### config.mk
export PLATFORM = sky130hd
export DESIGN_NAME = fama_front
export DESIGN_NICKNAME = d
export VERILOG_FILES = /design/src/rtl/fama_pkg.sv /design/src/rtl/fama_front.sv
export SDC_FILE = /design/constraint.sdc
export NUM_CORES = 1
export LEC_CHECK = 0
export BUFFER_PORTS_ARGS = -buffer_cell sky130_fd_sc_hd__buf_2
export CORE_ASPECT_RATIO = 1.5
export CORE_UTILIZATION = 40
export DETAILED_ROUTE_END_ITERATION = 12
export GPL_TIMING_DRIVEN = 0
export PLACE_DENSITY_LB_ADDON = 0.15
export SYNTH_ARGS = -nofsm -noshare
export SYNTH_HDL_FRONTEND = slang
export SYNTH_SLANG_ARGS = --single-unit
export TNS_END_PERCENT = 10
### constraint.sdc
create_clock -name clk -period 4.4 [get_ports clk]
set_clock_uncertainty 0.1 [all_clocks]
set_input_delay 0 -clock clk [delete_from_list [all_inputs] [get_ports clk]]
set_output_delay 0 -clock clk [all_outputs]
set_load 0.03 [all_outputs]
### src/rtl/fama_pkg.sv
// shared types, constants and helper functions for the framed ascii moving average
package fama_pkg;

  // configuration register indexes
  localparam logic [2:0] CFG_START_TAG   = 3'd0;
  localparam logic [2:0] CFG_STOP_TAG    = 3'd1;
  localparam logic [2:0] CFG_SCALE_RECIP = 3'd2;
  localparam logic [2:0] CFG_PLAIN_LEN   = 3'd3;
  localparam logic [2:0] CFG_WEIGHT_LEN  = 3'd4;
  localparam logic [2:0] CFG_WEIGHT_TAB  = 3'd5;

  localparam int CFG_IDX_W  = 3;
  localparam int CFG_DATA_W = 64;

  // default parameter values
  localparam int PLAIN_DEPTH_DEF  = 16;
  localparam int WEIGHT_DEPTH_DEF = 4;
  localparam int FRAC_BITS_DEF    = 16;

  // digit accumulator
  localparam int ACC_W = 48;
  localparam logic [ACC_W-1:0] ACC_MAX = {ACC_W{1'b1}};

  // widths of the back end datapath
  localparam int PROD_W  = 80;  // accumulator times reciprocal
  localparam int DIV_NW  = 88;  // dividend, room for the largest left shift
  localparam int DIV_DW  = 50;  // divisor, holds 10^15
  localparam int DIV_QW  = 33;  // kept quotient bits
  localparam int DIV_CW  = 7;   // step counter
  localparam int PSUM_W  = 40;  // plain window sum
  localparam int PCNT_W  = 9;   // plain window count, up to 31
  localparam int WNUM_W  = 50;  // weighted numerator
  localparam int WSUM_W  = 18;  // weight sum

  // item queue between front and back
  localparam int QUEUE_DEPTH = 2;

  typedef struct packed {
    logic             neg;
    logic [ACC_W-1:0] acc;
    logic [3:0]       frac;
  } job_t;

  // power of ten for the fraction digit count
  function automatic logic [DIV_DW-1:0] pow10(input logic [3:0] n);
    logic [DIV_DW-1:0] v;
    case (n)
      4'd0:  v = 50'd1;
      4'd1:  v = 50'd10;
      4'd2:  v = 50'd100;
      4'd3:  v = 50'd1000;
      4'd4:  v = 50'd10000;
      4'd5:  v = 50'd100000;
      4'd6:  v = 50'd1000000;
      4'd7:  v = 50'd10000000;
      4'd8:  v = 50'd100000000;
      4'd9:  v = 50'd1000000000;
      4'd10: v = 50'd10000000000;
      4'd11: v = 50'd100000000000;
      4'd12: v = 50'd1000000000000;
      4'd13: v = 50'd10000000000000;
      4'd14: v = 50'd100000000000000;
      default: v = 50'd1000000000000000;
    endcase
    return v;
  endfunction

  // apply sign to a quotient magnitude and saturate to signed 32 bits
  function automatic logic [31:0] sat_mag(input logic neg, input logic [DIV_QW-1:0] q,
                                          input logic ovf);
    logic [31:0] v;
    if (neg) begin
      if (ovf || q >= 33'h080000000) v = 32'h80000000;
      else v = 32'd0 - q[31:0];
    end else begin
      if (ovf || q > 33'h07FFFFFFF) v = 32'h7FFFFFFF;
      else v = q[31:0];
    end
    return v;
  endfunction

endpackage

### src/rtl/fama_front.sv
// front end: frame tracking and ascii decimal parsing of received bytes
module fama_front (
  input  logic                            clk,
  input  logic                            rst,
  input  logic                            cfg_write,
  input  logic [fama_pkg::CFG_IDX_W-1:0]  cfg_index,
  input  logic [fama_pkg::CFG_DATA_W-1:0] cfg_data,
  input  logic                            in_valid,
  output logic                            in_stall,
  input  logic [7:0]                      rx_byte,
  input  logic                            queue_full,
  output logic                            push,
  output fama_pkg::job_t                  push_job
);

  localparam logic [2:0] PH_LEAD = 3'd0;
  localparam logic [2:0] PH_SIGN = 3'd1;
  localparam logic [2:0] PH_INT  = 3'd2;
  localparam logic [2:0] PH_FRAC = 3'd3;
  localparam logic [2:0] PH_DONE = 3'd4;

  logic [7:0] start_tag;
  logic [7:0] stop_tag;
  logic       in_frame;
  logic [2:0] phase;
  logic       neg;
  logic [fama_pkg::ACC_W-1:0] acc;
  logic [3:0] frac;

  logic [2:0] phase_next;
  logic       neg_next;
  logic [fama_pkg::ACC_W-1:0] acc_next;
  logic [3:0] frac_next;

  logic       accept;
  logic       is_digit;
  logic       is_space;
  logic [3:0] digit;
  logic [fama_pkg::ACC_W+3:0] times10;
  logic       fits;

  assign in_stall = queue_full;
  assign accept   = in_valid && !in_stall;
  assign push     = accept && in_frame && (rx_byte == stop_tag);
  assign push_job = '{neg: neg, acc: acc, frac: frac};

  // character classes and the accumulator times ten plus digit
  assign is_digit = (rx_byte >= 8'h30) && (rx_byte <= 8'h39);
  assign is_space = (rx_byte == 8'h20) || ((rx_byte >= 8'h09) && (rx_byte <= 8'h0D));
  assign digit    = rx_byte[3:0] - 4'd0;
  assign times10  = {1'b0, acc, 3'b000} + {3'b000, acc, 1'b0}
                  + {{fama_pkg::ACC_W{1'b0}}, digit};
  assign fits     = times10 <= {4'b0000, fama_pkg::ACC_MAX};

  // parser next state for one byte inside a frame
  always_comb begin
    phase_next = phase;
    neg_next   = neg;
    acc_next   = acc;
    frac_next  = frac;
    case (phase)
      PH_LEAD, PH_SIGN, PH_INT: begin
        if (is_digit) begin
          phase_next = PH_INT;
          acc_next   = fits ? times10[fama_pkg::ACC_W-1:0] : fama_pkg::ACC_MAX;
        end else if (rx_byte == 8'h2E) begin
          phase_next = PH_FRAC;
        end else if (phase == PH_LEAD && is_space) begin
          phase_next = phase;
        end else if (phase == PH_LEAD && (rx_byte == 8'h2B || rx_byte == 8'h2D)) begin
          neg_next   = (rx_byte == 8'h2D);
          phase_next = PH_SIGN;
        end else begin
          phase_next = PH_DONE;
        end
      end
      PH_FRAC: begin
        if (!is_digit) begin
          phase_next = PH_DONE;
        end else if (frac < 4'd15 && fits) begin
          acc_next  = times10[fama_pkg::ACC_W-1:0];
          frac_next = frac + 4'd1;
        end
      end
      default: begin
        phase_next = phase;
      end
    endcase
  end

  // tag registers
  always_ff @(posedge clk) begin
    if (rst) begin
      start_tag <= 8'd65;
      stop_tag  <= 8'd66;
    end else if (cfg_write) begin
      if (cfg_index == fama_pkg::CFG_START_TAG) start_tag <= cfg_data[7:0];
      if (cfg_index == fama_pkg::CFG_STOP_TAG) stop_tag <= cfg_data[7:0];
    end
  end

  // frame and parser state
  always_ff @(posedge clk) begin
    if (rst) begin
      in_frame <= 1'b0;
      phase    <= PH_LEAD;
      neg      <= 1'b0;
      acc      <= '0;
      frac     <= '0;
    end else if (accept) begin
      if (!in_frame || rx_byte == stop_tag) begin
        if (!in_frame) in_frame <= (rx_byte == start_tag);
        else in_frame <= 1'b0;
        if (in_frame || rx_byte == start_tag) begin
          phase <= PH_LEAD;
          neg   <= 1'b0;
          acc   <= '0;
          frac  <= '0;
        end
      end else begin
        phase <= phase_next;
        neg   <= neg_next;
        acc   <= acc_next;
        frac  <= frac_next;
      end
    end
  end

endmodule

* Word-level counts from Yosys, hierarchy flattened
Cells that the tools add are included.
Word-level totals: memory bits (writable) 0, ROM bits 0, word-level logic and storage cells 93, memories kept 0, bits in latches 0, register bits after elaboration 73
Cells by class: bitwise gates (word level) 0, order comparisons 6, reduce and logical (&&, ||, !) cells 30, div/mod/pow operators 0, multiply operators 0, add/sub/neg operators 3, shift-type cells 0, multiplexer cells 28, equality and inequality tests 19
Operators with widths (number):
- 48-bit 2-to-1 mux | 6
- 48-bit one-hot mux with 2 select lines | 1
- 51-bit by 49-bit adder with 52-bit output | 1
- 52-bit by 4-bit adder with 52-bit output | 1
- 52-bit by 48-bit <= comparator with 1-bit output (second input constant) | 1
- 8-bit by 6-bit == test with 1-bit output (second input constant) | 4
- 3-bit 2-to-1 mux | 7
- 4-bit 2-to-1 mux | 5
- 8-bit == test | 2
- 3-bit inequality test (second input constant) | 4
- 5-bit AND reduction | 2
- 2-bit nonzero test | 5
- 8-bit by 4-bit greater-or-equal comparator with 1-bit output (second input constant) | 1
- 8-bit by 6-bit greater-or-equal comparator with 1-bit output (second input constant) | 1
- 8-bit by 4-bit <= comparator with 1-bit output (second input constant) | 1
- 8-bit by 6-bit <= comparator with 1-bit output (second input constant) | 1
- 1-bit logical AND | 8
- 1-bit 2-to-1 mux | 8
- 2-bit by 1-bit inequality test with 1-bit output (second input constant) | 4
- 7-bit AND reduction | 1
- 3-bit by 1-bit == test with 1-bit output (second input constant) | 2
- 3-bit by 2-bit == test with 1-bit output (second input constant) | 2
- 3-bit zero test | 2
- 3-bit one-hot mux with 2 select lines | 1
- other kinds (9) | 15

* Longest topological paths before layout
depth after elaboration 9, gate-level depth with buffers 17, mapped depth without buffers 14

* Worst setup path before layout
No wires, ideal clock.
path kind register to register, start reg acc[0] in the netlist's numbering, end reg acc[18] in the netlist's numbering, setup time 140 ps, setup slack 301 ps, cell stages (with the launch flop) 16, clock period less this slack 4099 ps, arrival 3859 ps, cell sequence dfxtp_1 -> inv_1 -> fa_1 -> fa_1 -> nand2b_1 -> a21oi_2 -> o2111ai_2 -> o41ai_4 -> a31oi_4 -> o21ai_1 -> o311ai_4 -> a41o_1 -> nand4b_2 -> buf_4 -> buf_6 -> o32ai_2
Between the ends: word-level cells in the longest chain between the ends 7
Ends and longest elaborated chain:
- start, declared | RTL line fama_front.sv:27 | logic [fama_pkg::ACC_W-1:0] acc;
- start signal, assigned | RTL line fama_front.sv:123 | acc <= acc_next;
- 51-bit by 49-bit adder with 52-bit output (*) | RTL line fama_front.sv:51 | assign times10 = {1'b0, acc, 3'b000} + {3'b000, acc, 1'b0}
- 52-bit by 4-bit adder with 52-bit output (*) | RTL line fama_front.sv:52 | + {{fama_pkg::ACC_W{1'b0}}, digit};
- 52-bit by 48-bit <= comparator with 1-bit output | RTL line fama_front.sv:53 | assign fits = times10 <= {4'b0000, fama_pkg::ACC_MAX};
- 48-bit 2-to-1 mux | RTL line fama_front.sv:65 | acc_next = fits ? times10[fama_pkg::ACC_W-1:0] : fama_pkg::ACC_MAX;
- 48-bit 2-to-1 mux | RTL line fama_front.sv:63 | if (is_digit) begin
- 48-bit one-hot mux with 2 select lines | RTL line fama_front.sv:61 | case (phase)
- 48-bit 2-to-1 mux | RTL line fama_front.sv:111 | if (!in_frame || rx_byte == stop_tag) begin
Every way passes the cells marked *; elsewhere a longest branch is shown, timed or not. The select of a mux whose other input is x is not followed. A chain may end at the register's enable or synchronous reset.

* Worst setup path in the final report
start reg acc[2] in the netlist's numbering, end reg acc[20] in the netlist's numbering
The elaborated chain is that of the path after synthesis.

==> metrics.md <==
| Metric | Value |
|---|---|
| Status | finished, violations left |
| Failing checks | DRC |
| Largest fanout on the critical path | 10 |
| Clock Tree Buf Depth | 2 |
| Share of power burned in the clock network | 51.8% |
| Final Wtd Congestion | 0.852 |
| Fill count | 1,787 |
| Switching power | 0.388 mW |
| Final period utilization | 95.1% |
| Sink Count | 73 |
| Total Routed Length | 20.8 mm |
| Cell variety after synth | 68 |
| Final setup fails | 0 |
| Leakage | 3.75 nW |
| Seq/Total Area, Yosys | 20.4% |
| HPWL after detailed placement | 16.7 mm |
| R2R depth | 16 |
| Multi-input gate area | 5190 um^2 |
| Final ANT Viol Nets | 0 |
| Clk slew on worst S/H paths | 60 ps |
| Row Count | 59 |
| Vias per inst | 5.64 |
| H-Tree Depth | 3 |
| Final instance area | 8330 um^2 |
| Final hold viol count | 0 |
| Die ar. | 18,500 um^2 |
| HP Start | rx_byte[0] |
| CP endpoint kind | flip-flop |
| R2r endpoint | acc[20]$_SDFFE_PP0P_ |
| Ys async rst share | 0% |
| CTS tree | yes |
| Int Pwr | 1.16 mW |
| Slew of the pin with the lowest slew margin | 846 ps |
| Final Slew Violations | 0 |
| Drt pass-1 iters | 11 |
| Ys Warns | 0 |
| Initial antenna violation count | 0 |
| Sequential power share | 43.1% |
| Internal reg-to-reg setup slack | 220 ps |
| Num CTS Buffers | 9 |
| Layout cells sized above 1 | 16.3% |
| Synth Area per Inst | 7.95 um^2 |
| Clock period minus worst slack | 4180 ps |
| WHS Endpoint | acc[0]$_SDFFE_PP0P_ |
| Fmax | 239 MHz |
| PD cells | 186 nW/um^2 |
| First-pass GRT wire length | 33.9 mm |
| Yosys reg bits | 73 |
| Ports | 135 |
| Most used DFF post-synth | dfxtp_1 |
| Total GRT Usage | 23.1% |
| Aggregate global routing overflow | 0 |
| N_diodes | 0 |
| Post-layout net count | 1,184 |
| Die height | 166 um |
| # DRC | 8 |
| Largest net degree at the start of global routing | 15 |
| DR iter-0 viols | 275 |
| Hold WS | 19.5 ps |
| Final std cells w/o fill | 1,224 |
| EDFF count, synth | 0 |
| Min-Delay Path Class | primary input to flip-flop |
| Worst r2r src | acc[2]$_SDFFE_PP0P_ |
| Root Driver | clkbuf_16 |
| Syn_nets | 1,080 |
| Drt wl/cell | 17.0 um |
| Worst VDD drop | 0.145 mV |
| Placed cell count | 1,191 |
| Setup Crit Path Kind | flip-flop to flip-flop |
| Total power | 1.55 mW |
| Worst hold path depth | 3 |
| Vias | 6,899 |
| Critical path arrival | 4290 ps |
| Comb power frac | 5.1% |
| Worst setup SP type | flip-flop |
| Vias in the first global route | 6,754 |
| Initial Util | 41.2% |
| Clk_lat worst skew | 360 ps |
| Reg area | 1460 um^2 |
| PortBufs | 76 |
| Die Wd | 111 um |
| Syn-to-layout area delta | 16.2% |
| Slew headroom | 43.4% |
| Cell Area, Placed | 7820 um^2 |
| Sw Share | 25.1% |
| Gate Count Post-Synth | 902 |
| Commonest non-fill, non-tap cell in the layout | ha_1 |
| Worst Path Required | 4510 ps |
| Commonest non-fill, non-tap cells in the layout | 96 x ha_1, 90 x nor2_1, 89 x buf_2, 82 x nand2_1, 78 x a21oi_1 |
| Core ar. | 17,400 um^2 |
| Max-Cap Viols | 0 |
| Post-Syn Area | 7170 um^2 |
| RSZ-0062 raised after global routing | false |
[state kept, by name (all words and copies together), names as in the netlist]
signal / cells
acc: 48
phase: 3
in_frame: 1
stop_tag: 8
frac: 4
neg: 1
start_tag: 8
[kinds of logic after synthesis]
group	share of synthesized area [%]
adder cells (fa/ha/maj)	17.3
AO/OA/AOI/OAI	27.2
XOR/XNOR	6.84
multiplexers	1.54
flip-flops	20.4
buffers and inverters	7.81
AND/OR/NAND/NOR	19.0
[per-layer routing]
metal	track usage, %	up-vias	wire [um]
li1	-	3505	-
met1	24.1	3229	8160
met2	45.6	138	11400
met3	2.88	27	695
met4	9.05	0	516
met5	0	-	0
[worst max path at each step]
stage                                    from  cells after the start                   end
after floorplan           acc[0]$_SDFFE_PP0P_                     15  acc[18]$_SDFFE_PP0P_
after global placement             rx_byte[3]                     14  acc[30]$_SDFFE_PP0P_
after detailed placement           rx_byte[3]                     14  acc[30]$_SDFFE_PP0P_
after CTS                 acc[0]$_SDFFE_PP0P_                     15  acc[21]$_SDFFE_PP0P_
after global routing      acc[0]$_SDFFE_PP0P_                     16  acc[47]$_SDFFE_PP0P_
final                     acc[2]$_SDFFE_PP0P_                     16  acc[20]$_SDFFE_PP0P_
[layout make-up]
class,count,area share (%)
buffer,52,3.48
timing repair buffer,93,6.46
inverter,72,3.24
clock inverter,6,0.886
clock buffer,10,2.87
multi-input combinational,705,62.3
sequential,73,17.5
tap,213,3.20
[worst max-delay path, cell delays in order, from the launching register on]
cell and delay [ps]:
dfxtp_1 370, inv_1 100, fa_1 490, fa_1 450, nand2b_1 220, a21oi_4 190, o2111ai_2 200, o41ai_4 230
buf_4 190, a31oi_4 120, o21ai_1 260, o311ai_4 190, a41o_1 270, nand4b_2 140, buf_4 210, buf_6 200
o32ai_2 100
[through the flow]
step / utilization [%] / setup TNS (ps) / worst slack, ps
after floorplan: - / 0 / 301
after global placement: 44.9 / -7700 / -345
after detailed placement: 44.9 / -8140 / -371
after CTS: 47.5 / 0 / 63.1
after global routing: 47.8 / 0 / 17.8
final: 47.8 / 0 / 215
[Yosys cell counts, types with 8 or more instances]
| master | instances | share of area [%] |
|---|---|---|
| a21o_1 | 9 | 0.94 |
| buf_2 | 13 | 0.91 |
| clkbuf_1 | 25 | 1.3 |
| nor4_1 | 13 | 1.1 |
| xnor2_1 | 22 | 2.7 |
| dfxtp_1 | 73 | 20 |
| o211ai_1 | 16 | 1.7 |
| o32ai_1 | 28 | 3.4 |
| nand2b_1 | 8 | 0.70 |
| nand2_1 | 82 | 4.3 |
| mux2i_1 | 11 | 1.5 |
| o32ai_2 | 20 | 4.5 |
| a31oi_1 | 13 | 1.1 |
| nand3_1 | 13 | 0.91 |
| o21ai_0 | 32 | 2.2 |
| nor2b_1 | 10 | 0.87 |
| xor2_1 | 34 | 4.2 |
| nor2_1 | 92 | 4.8 |
| nand4_1 | 16 | 1.4 |
| a21oi_1 | 78 | 5.4 |
| nor3_1 | 13 | 0.91 |
| inv_1 | 72 | 3.8 |
| ha_1 | 96 | 17 |
[timing repair]
| item | in CTS | in global routing |
|---|---|---|
| setup endpoints to repair | 40 | 42 |
| hold buffers | 12 | 0 |
| resized for setup | 2 | 5 |
| gates cloned | 0 | 0 |
| setup buffers | 2 | 3 |
| pin swaps | 1 | 5 |
| endpoints found under the hold margin | 19 | 0 |
[power by group through the flow]
stage	Combinational, mW	Clock, mW	Sequential (mW)
after floorplan	0.0428	0	0.681
after global placement	0.0714	0	0.682
after detailed placement	0.0716	0	0.682
after CTS	0.0797	0.825	0.666
after global routing	0.0870	0.843	0.667
final	0.0794	0.801	0.666
Power figures use the tool's default switching activity.
