==> src/rtl/fama_pkg.sv <==
// shared types, constants and helper functions for the framed ascii moving average
package fama_pkg;

  // configuration register indexes
  localparam logic [2:0] CFG_START_TAG   = 3'd0;
  localparam logic [2:0] CFG_STOP_TAG    = 3'd1;
  localparam logic [2:0] CFG_SCALE_RECIP = 3'd2;
  localparam logic [2:0] CFG_PLAIN_LEN   = 3'd3;
  localparam logic [2:0] CFG_WEIGHT_LEN  = 3'd4;
  localparam logic [2:0] CFG_WEIGHT_TAB  = 3'd5;

  localparam int CFG_IDX_W  = 3;
  localparam int CFG_DATA_W = 64;

  // default parameter values
  localparam int PLAIN_DEPTH_DEF  = 16;
  localparam int WEIGHT_DEPTH_DEF = 4;
  localparam int FRAC_BITS_DEF    = 16;

  // digit accumulator
  localparam int ACC_W = 48;
  localparam logic [ACC_W-1:0] ACC_MAX = {ACC_W{1'b1}};

  // widths of the back end datapath
  localparam int PROD_W  = 80;  // accumulator times reciprocal
  localparam int DIV_NW  = 88;  // dividend, room for the largest left shift
  localparam int DIV_DW  = 50;  // divisor, holds 10^15
  localparam int DIV_QW  = 33;  // kept quotient bits
  localparam int DIV_CW  = 7;   // step counter
  localparam int PSUM_W  = 40;  // plain window sum
  localparam int PCNT_W  = 9;   // plain window count, up to 31
  localparam int WNUM_W  = 50;  // weighted numerator
  localparam int WSUM_W  = 18;  // weight sum

  // item queue between front and back
  localparam int QUEUE_DEPTH = 2;

  typedef struct packed {
    logic             neg;
    logic [ACC_W-1:0] acc;
    logic [3:0]       frac;
  } job_t;

  // power of ten for the fraction digit count
  function automatic logic [DIV_DW-1:0] pow10(input logic [3:0] n);
    logic [DIV_DW-1:0] v;
    case (n)
      4'd0:  v = 50'd1;
      4'd1:  v = 50'd10;
      4'd2:  v = 50'd100;
      4'd3:  v = 50'd1000;
      4'd4:  v = 50'd10000;
      4'd5:  v = 50'd100000;
      4'd6:  v = 50'd1000000;
      4'd7:  v = 50'd10000000;
      4'd8:  v = 50'd100000000;
      4'd9:  v = 50'd1000000000;
      4'd10: v = 50'd10000000000;
      4'd11: v = 50'd100000000000;
      4'd12: v = 50'd1000000000000;
      4'd13: v = 50'd10000000000000;
      4'd14: v = 50'd100000000000000;
      default: v = 50'd1000000000000000;
    endcase
    return v;
  endfunction

  // apply sign to a quotient magnitude and saturate to signed 32 bits
  function automatic logic [31:0] sat_mag(input logic neg, input logic [DIV_QW-1:0] q,
                                          input logic ovf);
    logic [31:0] v;
    if (neg) begin
      if (ovf || q >= 33'h080000000) v = 32'h80000000;
      else v = 32'd0 - q[31:0];
    end else begin
      if (ovf || q > 33'h07FFFFFFF) v = 32'h7FFFFFFF;
      else v = q[31:0];
    end
    return v;
  endfunction

endpackage

==> src/rtl/fama_queue.sv <==
// short item queue between the front end and the back end
module fama_queue (
  input  logic           clk,
  input  logic           rst,
  input  logic           push,
  input  fama_pkg::job_t push_job,
  output logic           full,
  input  logic           pop,
  output logic           head_valid,
  output fama_pkg::job_t head
);

  localparam int AW = (fama_pkg::QUEUE_DEPTH > 1) ? $clog2(fama_pkg::QUEUE_DEPTH) : 1;
  localparam int CW = $clog2(fama_pkg::QUEUE_DEPTH + 1);

  fama_pkg::job_t entry [0:fama_pkg::QUEUE_DEPTH-1];
  logic [AW-1:0] wptr;
  logic [AW-1:0] rptr;
  logic [CW-1:0] count;

  assign full       = (count == CW'(fama_pkg::QUEUE_DEPTH));
  assign head_valid = (count != '0);
  assign head       = entry[rptr];

  // storage
  always_ff @(posedge clk) begin
    if (push) entry[wptr] <= push_job;
  end

  // pointers and fill count
  always_ff @(posedge clk) begin
    if (rst) begin
      wptr  <= '0;
      rptr  <= '0;
      count <= '0;
    end else begin
      if (push) wptr <= (wptr == AW'(fama_pkg::QUEUE_DEPTH - 1)) ? '0 : wptr + 1'b1;
      if (pop) rptr <= (rptr == AW'(fama_pkg::QUEUE_DEPTH - 1)) ? '0 : rptr + 1'b1;
      if (push && !pop) count <= count + 1'b1;
      else if (pop && !push) count <= count - 1'b1;
    end
  end

endmodule

==> config.mk <==
export PLATFORM = sky130hd
export DESIGN_NAME = fama_queue
export DESIGN_NICKNAME = d
export VERILOG_FILES = /design/src/rtl/fama_pkg.sv /design/src/rtl/fama_queue.sv
export SDC_FILE = /design/constraint.sdc
export NUM_CORES = 1
export LEC_CHECK = 0
export BUFFER_PORTS_ARGS = -buffer_cell sky130_fd_sc_hd__buf_2
export CAP_MARGIN = 20
export CELL_PAD_IN_SITES_DETAIL_PLACEMENT = 2
export CELL_PAD_IN_SITES_GLOBAL_PLACEMENT = 2
export CORE_ASPECT_RATIO = 0.75
export CORE_MARGIN = 1
export CORE_UTILIZATION = 42
export CTS_BUF_LIST = sky130_fd_sc_hd__clkbuf_2 sky130_fd_sc_hd__clkbuf_4 sky130_fd_sc_hd__clkbuf_8
export CTS_CLUSTER_DIAMETER = 30
export DETAILED_ROUTE_END_ITERATION = 16
export PLACE_DENSITY_LB_ADDON = 0.1
export SETUP_SLACK_MARGIN = 0.2
export SKIP_LAST_GASP = 1
export SLEW_MARGIN = 0
export SYNTH_ARGS = -nofsm -noshare
export SYNTH_HDL_FRONTEND = slang
export SYNTH_SLANG_ARGS = --single-unit
export TNS_END_PERCENT = 1
==> constraint.sdc <==
create_clock -name clk -period 8.4 [get_ports clk]
set_input_delay 1.26 -clock clk [delete_from_list [all_inputs] [get_ports clk]]
set_output_delay 1.26 -clock clk [all_outputs]
set_load 0.01 [all_outputs]
Yosys cells after proc, flatten, opt, wreduce, memory -nomap -nowiden
Memories as Yosys holds them, arrays and structs flattened. A register that Yosys moved wholly into a read port is not among the register bits.
Index checks and enable logic that the tools add are counted.
{ "classes": {"n_mux": 8, "n_reduce_logical": 6, "addsub": 4, "eq_ne": 1} }
{ "op_table": {"columns": ["cell", "n"], "rows": [
  ["$mux 1", 6],
  ["$mux 2", 2],
  ["$reduce_bool 2->1", 2],
  ["$add 1x1->1 const B", 2],
  ["$add 2x1->2 const B", 1],
  ["$eq 2x2->1 const B", 1],
  ["$logic_and 1x1->1", 2],
  ["$logic_not 1->1", 2],
  ["$sub 2x1->2 const B", 1]
]} }
{ "word_totals": {"out_inout_bits": 55, "regBits": 4, "ram_bits": 106, "mem_count": 1} }
{ "mem_list": {"columns": ["memory", "words", "word_bits", "rd", "rd_ports_with_merged_regs", "wr", "line_no", "source"], "rows": [
  ["entry", 2, 53, 1, 1, 1, "fama_queue.sv:16", "fama_pkg::job_t entry [0:fama_pkg::QUEUE_DEPTH-1];"]
]} }

Depth between registers and ports, before layout
Gate-level depths: netlist (run 1).
{ "depth": {"depth_word": 4, "depth_mapped": 5, "depth_no_buf": 5} }

Worst setup path after synthesis (run 1)
No wires, ideal clock.
{ "synth_path": {"path_type": "input -> register", "from": "input push", "to": "memory entry[0][0] (netlist name), enable pin", "t_required_ns": 7.930, "setup_ns": 0.470, "n_path_buf": 0, "path_stages": 1, "t_arrival_ns": 3.605, "slack_ns": 4.325, "cell_sequence": "nor2b_1"} }
{ "synth_via": {"elab_chain_cells": 2} }
{ "synth_rtl": {"columns": ["element", "line_no", "source"], "rows": [
  ["from (decl)", "fama_queue.sv:5", "input logic push,"],
  ["$mux 1", "fama_queue.sv:27", "if (push) entry[wptr] <= push_job;"],
  ["$mux 1 (implied by the code)", "fama_queue.sv:27", null],
  ["to (decl)", "fama_queue.sv:16", null]
]} }
Every way passes these cells.

==> impl_metrics.yaml, run 1 <==
grt:
  grtUsageTotal_pct: 18.03
  grt_pass1_wl_mm: 12.83
  overflow: 0
  grt_pass1_vias: 2386
  grt_max_degree: 54
  grt_antenna_before_repair: 1
timing:
  slew_headroom_pct: 52.01
  finClkSkew_ns: 0.004753
  setup_viol: 0
  max_clock_freq_mhz: 297.5
  worstMarginPinSlew_ns: 0.7198
  period_needed_ns: 3.361
  post-route-period-util_pct: 40.01
  finalSetupTns_ns: 0
  grt_setup_unrepaired: "false"
  drv_slew: 0
  hold_viol: 0
yosys:
  synth_fp_nets: 245
  yosys_most_used_dff: "edfxtp_1"
  ys_warn_count: 0
  synthCells: 187
  ys_ff_latch: 111
  synthesis.area_um2: 4051
  synth_edf_count: 106
  synthArstFlopShare_pct: 0
  avgSynthCellArea_um2: 21.67
  synth_seq_area_share_pct: 81.04
  yosysUniqueCellTypes: 17
worst_setup_path:
  startpoint_type: "register"
  r2r-end: "entry[1][48]$_DFFE_PP_"
  worstSetupEndpoint: "head[20]"
  r2r_slack_ns: 6.82
  arrival_ns: 2.10
  criticalPathCategory: "register to output port"
  rr_worst_depth: 2
  endpoint_kind: "output port"
  crit_family: "flip-flops"
  cp_cell_sequence: "buf_4 -> mux2_2 -> buf_2"
  cp_max_fo: 34
  critPathMaxStageDelay_ns: 0.65
  crit_required_ns: 7.14
  slowest_stage: "dfxtp_2"
  r2r_start: "wptr$_SDFFE_PP0P_"
  worstPathBufferInverterCount: 2
  path_depth: 3
floorplan:
  row_count: 30
  dieWidth_um: 115.4
  core_region_area_um2: 9196
  ios: 112
  start_util_pct: 44.05
  die_y_um: 87.06
  dieArea_um2: 10050
cts:
  clk_path_buf_depth: 2
  clk_latency_ns: 0.36
  clk_pin_slew_ns: 0.10
  h-tree-depth: 3
  hold_buffers: 0
  ctsResizeCount: 0
  clock-sinks: 111
  cts_tree: "done"
  cts_setup_buffers: 0
  clock_tree.root_cell: "clkbuf_8"
  cts_buffers: 9
power:
  finalPower_mw: 1.073
  leakagePower_nw: 1.831
  vdd_ir_drop_max_v: 0.0001463
  power_density_nw_per_um2: 218.7
finish:
  layout_common_cells: "buf_2 (111), edfxtp_1 (106), mux2_2 (53), clkbuf_8 (9)"
  final_common_cell: "buf_2"
  final_util_pct: 53.35
  fin_cells: 439
  multiInputGateArea_um2: 711.9
  area_delta_synth_final_pct: 21.09
  diodes: 0
  nFillCells: 830
  nNetsFinal: 364
  drive_gt1_share_pct: 59.81
  seq_area_um2: 3284
  design_area_um2: 4906
detailed_routing:
  wl_per_cell_um: 19.14
  vias_per_cell: 4.797
  drt_iter0_markers: 94
  postRouteAntennaNets: 0
  vias: 2106
  wirelength_mm: 8.401
  drt-pass1-iter-count: 4
  drc: 0
flow_run:
  maxCapViolCount: 0
placement:
  hpwl_mm: 5.872
  dp_cells: 423
  dpl_cell_area_um2: 4738
  gp_congestion: 0.6353
  port_buffers: 111
status:
  status: "finished, final reports clean"
hold_path:
  min_path_type: "register to register"
==> layer usage <==
metal	GRT usage (%)	up-vias	part of all wire, %
met2	32.88	69	54
met5	0	-	0.20
li1	-	960	-
met1	19.24	1063	38
met3	6.959	12	6.8
met4	5.667	2	1.2
==> cells by family after synthesis <==
group                    share of synthesized area, %
AND/OR/NAND/NOR                                 1.205
AO/OA/AOI/OAI                                  0.2468
multiplexers                                    14.73
adder cells (fa/ha/maj)                        0.3088
buffers and inverters                           1.606
XOR/XNOR                                       0.8649
flip-flops                                      81.04
==> final cells by class <==
cell class	instances	share of cell area, %
multi-input cells	69	14.51
repair buffers	114	11.78
well taps	128	3.264
inverters	1	0.07651
flip-flops and latches	111	66.95
clock inverters	6	0.7396
clock buffers	10	2.678
==> metrics by stage <==
step           setup slack, ns  hold slack (ns)
2_1_floorplan            4.325           0.4564
6_report                 5.039           0.5524
3_5_place_dp             5.408           0.5229
5_1_grt                  4.909           0.5919
4_1_cts                  4.984           0.5562
3_3_place_gp             5.442           0.4823
==> flip-flops by register name, indices dropped and copies added, names as in the netlist, named ones only <==
signal	cells
entry	106
rptr	1
wptr	1
count	2
==> synth_stat cells, drive strengths merged (2+ instances only) <==
cell type  instances  area, µm²
mux2              53      596.8
edfxtp           106       3183
buf                6      61.30
dfxtp              5      100.1
xor2               2      17.52
xnor2              2      17.52
nor2               4      15.01
==> worst min path at each step <==
stage                           from                    end  slack (ns)  cells past startpoint
3_5_place_dp   count[1]$_SDFFE_PP0P_  count[1]$_SDFFE_PP0P_        0.52                      2
4_1_cts        count[1]$_SDFFE_PP0P_  count[1]$_SDFFE_PP0P_        0.56                      2
6_report       count[1]$_SDFFE_PP0P_  count[1]$_SDFFE_PP0P_        0.55                      2
2_1_floorplan  count[1]$_SDFFE_PP0P_  count[1]$_SDFFE_PP0P_        0.46                      2
5_1_grt        count[1]$_SDFFE_PP0P_  count[1]$_SDFFE_PP0P_        0.59                      2
3_3_place_gp   count[1]$_SDFFE_PP0P_  count[1]$_SDFFE_PP0P_        0.48                      2
==> worst min-delay path, stage by stage, from the launching register on <==
cell,delay (ns)
dfxtp_1,0.35
o21ai_0,0.09
a21oi_1,0.07
==> power by group <==
group | internal (mW) | switching [mW] | total [mW]
logic | 0.0627 | 0.0699 | 0.133
clock network | 0.110 | 0.172 | 0.282
registers | 0.645 | 0.0140 | 0.659
total | 0.817 | 0.256 | 1.07
Note: power is estimated with default switching activity, not from simulation.
==> run 2, diff against run 1 <==
- CORE_UTILIZATION: 42 -> 39
- clock period: 8.4 -> 3.3 ns (I/O delays scaled with it)
==> run 2 against run 1 <==
Setup slack worse by 4.2 ns. Global-route usage down 1.6 points. Critical endpoint is now head[35]. Clock skew shrank 0.0014 ns. Routed wire length shrank 0.44%.
==> impl_metrics.yaml, run 2 (synthesized netlist as in run 1, its figures left out) <==
detailed_routing:
  drc: 0
  drt-pass1-iter-count: 4
  drt_iter0_markers: 73
  wirelength_mm: 8.364
  vias: 2067
  postRouteAntennaNets: 0
  wl_per_cell_um: 18.84
  vias_per_cell: 4.655
grt:
  grt_antenna_before_repair: 1
  grt_pass1_vias: 2280
  grtUsageTotal_pct: 16.40
  grt_pass1_wl_mm: 12.89
  grt_max_degree: 37
  overflow: 0
timing:
  grt_setup_unrepaired: "false"
  finalSetupTns_ns: 0
  post-route-period-util_pct: 73.26
  setup_viol: 0
  period_needed_ns: 2.418
  drv_slew: 0
  fin_ws_ns: 0.8823
  max_clock_freq_mhz: 413.6
  worstMarginPinSlew_ns: 0.6423
  hold_viol: 0
  finClkSkew_ns: 0.003352
  slew_headroom_pct: 57.09
floorplan:
  start_util_pct: 40.96
  die_y_um: 90.27
  dieArea_um2: 10800
  row_count: 31
  core_region_area_um2: 9891
  dieWidth_um: 119.7
  ios: 112
cts:
  cts_buffers: 9
  clk_path_buf_depth: 2
  clock-sinks: 111
  hold_buffers: 0
  cts_tree: "done"
  clk_pin_slew_ns: 0.09
  h-tree-depth: 3
  clk_latency_ns: 0.36
  cts_setup_buffers: 0
  ctsResizeCount: 0
  clock_tree.root_cell: "clkbuf_8"
worst_setup_path:
  criticalPathCategory: "register to output port"
  endpoint_kind: "output port"
  r2r_slack_ns: 1.67
  r2r-end: "entry[0][25]$_DFFE_PP_"
  arrival_ns: 1.92
  crit_required_ns: 2.80
  cp_max_fo: 21
  startpoint_type: "register"
  r2r_start: "wptr$_SDFFE_PP0P_"
  rr_worst_depth: 2
finish:
  final_common_cell: "buf_2"
  largest_register_ffs: 106
  regMostFlops: "entry"
  final_util_pct: 50.32
  area_delta_synth_final_pct: 22.85
  nNetsFinal: 366
  top_regs: "entry (106), count (2)"
  drive_gt1_share_pct: 60.45
  layout_common_cells: "buf_2 (111), edfxtp_1 (106), mux2_2 (53), clkbuf_8 (9)"
power:
  leakagePower_nw: 1.864
  switching_power_mw: 0.6246
  p_comb_share_pct: 12.0
  power_density_nw_per_um2: 573.6
  power_frac_seq_pct: 58.6
  p_clk_share_pct: 29.4
  p_sw_share_pct: 21.88
  internal_power_mw: 2.230
  vdd_ir_drop_max_v: 0.0002840
hold_path:
  min_from: "push_job[11]"
  min_to: "entry[1][11]$_DFFE_PP_"
  min_path_cells: 1
  min_path_type: "input pin to register"
placement:
  hpwl_mm: 5.905
  gp_congestion: 0.6757
  port_buffers: 111
  dpl_worst_slack_ns: 1.226
status:
  status: "finished, final reports clean"
flow_run:
  maxCapViolCount: 0
[run 2: changes by cell type in the layout (fill, tap and decap cells not counted), sizes merged]
cell      previous run  this run
clkinvlp             2         1
clkinv               3         1
buf                114       116
inv                  2         1
diode                0         1
bufinv               0         2
[run 2: cell type report]
type	instances	area [µm²]
Clock inverter	4	72.57
Multi-Input combinational cell	69	711.9
Timing Repair Buffer	116	605.6
Antenna cell	1	2.502
Tap cell	132	165.2
Fill cell	909	4913
Clock buffer	10	131.4
Sequential cell	111	3284
Inverter	1	3.754
[run 2: worst max-delay path by stage]
| stage | start | slack (ns) | end | cells after the start |
|---|---|---|---|---|
| after floorplan | push | 0.98 | entry[0][0]$_DFFE_PP_ | 1 |
| after global placement | register | 1.23 | head[1] | 3 |
| after detailed placement | register | 1.23 | head[35] | 3 |
| after CTS | register | 0.82 | head[35] | 3 |
| after global routing | register | 0.72 | head[35] | 3 |
| final | register | 0.88 | head[35] | 3 |
[run 2: through the flow]
step                hold WS (ns)  power [mW]  cells  cell area (µm²)
CTS                       0.2933       2.900    443             4975
floorplan                 0.4564       1.895    187             4054
global route              0.2871       2.974    443             4975
finish                    0.3178       2.855    444             4977
detailed placement        0.4927       2.057    429             4771
global placement          0.4813       2.040    429             4771
[run 2: worst max-delay path, stage by stage, from the launching register on]
cell     delay, ns
dfxtp_2       0.65
buf_4         0.38
mux2_2        0.38
buf_2         0.15
[run 2: routing by layer]
| metal | vias to the layer above | wire length [µm] | part of all wire, % | global-route usage [%] |
|---|---|---|---|---|
| met3 | 9 | 573 | 6.9 | 6.313 |
| met2 | 65 | 4204 | 50 | 27.26 |
| met5 | - | 0 | 0 | 0 |
| met4 | 0 | 95 | 1.1 | 5.313 |
| li1 | 964 | - | - | - |
| met1 | 1029 | 3490 | 42 | 19.56 |
[run 2: power by group through the flow]
stage               Clock [mW]  Combinational [mW]  Sequential [mW]
CTS                      0.873               0.352             1.68
finish                   0.839               0.343             1.67
detailed placement           0               0.350             1.71
floorplan                    0               0.206             1.69
global placement             0               0.340             1.70
global route             0.918               0.373             1.68
==> run 3, diff against run 2 <==
- CORE_UTILIZATION: 39 -> 35
- clock period: 3.3 -> 2.05 ns (I/O delays scaled with it)
==> run 3 against run 2 <==
Critical endpoint is now head[0]. Clock skew up 0.0073 ns. Utilization down 5.1 points. Sequential cell count unchanged. Sequential power up 60%. Largest power group unchanged.
==> impl_metrics.yaml, run 3 (synthesized netlist as in run 1, its figures left out) <==
status:
  status: "finished, final reports clean"
timing:
  setup_viol: 0
  post-route-period-util_pct: 88.51
  max_clock_freq_mhz: 551.1
  grt_setup_unrepaired: "true"
  hold_viol: 0
  finalSetupTns_ns: 0
  holdWs_ns: 0.1225
  worstMarginPinSlew_ns: 0.4411
  drv_slew: 0
  slew_headroom_pct: 70.59
  finClkSkew_ns: 0.01067
  period_needed_ns: 1.814
finish:
  drive_gt1_share_pct: 60.32
  regMostFlops: "entry"
  largest_register_ffs: 106
  layout_common_cells: "buf_2 (111), edfxtp_1 (106), mux2_2 (53), clkbuf_8 (9)"
  diodes: 0
  area_delta_synth_final_pct: 23.84
  top_regs: "entry (106), count (2)"
  fin_cells: 455
  nNetsFinal: 368
  design_area_um2: 5017
  final_common_cell: "buf_2"
floorplan:
  start_util_pct: 36.48
  die_y_um: 95.18
  dieArea_um2: 12010
  row_count: 33
  ios: 112
  dieWidth_um: 126.2
  core_region_area_um2: 11110
cts:
  cts_tree: "done"
  clk_pin_slew_ns: 0.10
  clk_latency_ns: 0.37
  clk_path_buf_depth: 2
  cts_buffers: 9
  hold_buffers: 0
  clock-sinks: 111
  clock_tree.root_cell: "clkbuf_8"
  h-tree-depth: 3
power:
  power_density_nw_per_um2: 900.7
  power_frac_seq_pct: 59.4
  p_comb_share_pct: 12.9
  switching_power_mw: 1.042
  leakagePower_nw: 1.879
  internal_power_mw: 3.477
  p_sw_share_pct: 23.07
  p_clk_share_pct: 27.7
  vdd_ir_drop_max_v: 0.0003266
worst_setup_path:
  cp_max_fo: 21
  arrival_ns: 1.51
  crit_required_ns: 1.74
  endpoint_kind: "output port"
  criticalPathCategory: "register to output port"
  startpoint_type: "register"
grt:
  grt_pass1_wl_mm: 12.61
  overflow: 0
  grt_pass1_vias: 2401
  grtUsageTotal_pct: 14.47
  grt_max_degree: 43
  grt_antenna_before_repair: 1
detailed_routing:
  drc: 0
  wl_per_cell_um: 18.35
  vias_per_cell: 4.591
  drt_iter0_markers: 68
  drt-pass1-iter-count: 4
  postRouteAntennaNets: 0
  wirelength_mm: 8.349
  vias: 2089
placement:
  port_buffers: 111
  dpl_cell_area_um2: 4801
  gp_congestion: 0.6598
  hpwl_mm: 5.644
  dp_cells: 438
flow_run:
  maxCapViolCount: 0
hold_path:
  min_path_type: "input pin to register"
## run 3: cell types whose count changed in the layout (fill, tap and decap cells not counted)
cell / previous run / this run
buf_12: 1 / 2
buf_4: 4 / 3
buf_6: 0 / 1
bufinv_16: 2 / 1
clkbuf_16: 0 / 1
clkbuf_4: 1 / 0
clkinv_1: 0 / 2
clkinv_2: 1 / 2
clkinv_4: 0 / 1
diode_2: 1 / 0
## run 3: area by class of cell
cell class                 instances  area, µm²
sequential                       111       3284
timing repair buffer             118      654.4
fill                            1051       6090
clock inverter                     7      63.81
inverter                           1      3.754
clock buffer                       9      123.9
multi-input combinational         69      711.9
tap                              140      175.2
## run 3: worst max-delay path: stages (launching register included)
cell and delay, ns:
dfxtp_2 0.41, clkbuf_16 0.24, mux2_2 0.35, buf_2 0.14
## run 3: metal layers
layer / vias to the layer above / GRT usage (%) / routed length (µm)
li1: 974 / - / -
met1: 1028 / 16.70 / 3583
met2: 72 / 24.54 / 4052
met3: 13 / 5.948 / 586
met4: 2 / 5.120 / 109
met5: - / 0 / 17
## run 3: worst paths after layout
kind                                       startpoint                      to  slack [ns]  depth (start not counted)
worst max-delay path                         register                 head[0]        0.24                          3
worst min-delay path                     push_job[40]  entry[0][40]$_DFFE_PP_        0.12                          1
worst max register to register      wptr$_SDFFE_PP0P_  entry[1][42]$_DFFE_PP_        0.71                          2
worst min register to register  count[1]$_SDFFE_PP0P_   count[1]$_SDFFE_PP0P_        0.52                          2
## run 3: timing repair
action	CTS	global route
gates cloned	0	1
pin swaps	0	0
setup endpoints to repair	7	42
gates resized for setup	0	1
hold endpoints to repair	0	0
buffers inserted	0	0
## run 3: per-stage QoR
step	util, %	power [mW]	setup WS (ns)
2_1_floorplan	-	3.051	-0.04224
3_3_place_gp	43.22	3.296	0.6085
3_5_place_dp	43.22	3.320	0.6049
4_1_cts	44.91	4.583	0.1865
5_1_grt	45.17	4.718	0.1678
6_report	45.17	4.519	0.2356
## run 3: power by group through the flow
| stage | registers (mW) | clock network [mW] | logic, mW |
|---|---|---|---|
| after detailed placement | 2.73 | 0 | 0.585 |
| after global routing | 2.70 | 1.38 | 0.639 |
| after global placement | 2.72 | 0 | 0.576 |
| after CTS | 2.68 | 1.31 | 0.589 |
| final | 2.68 | 1.25 | 0.585 |
| after floorplan | 2.72 | 0 | 0.334 |
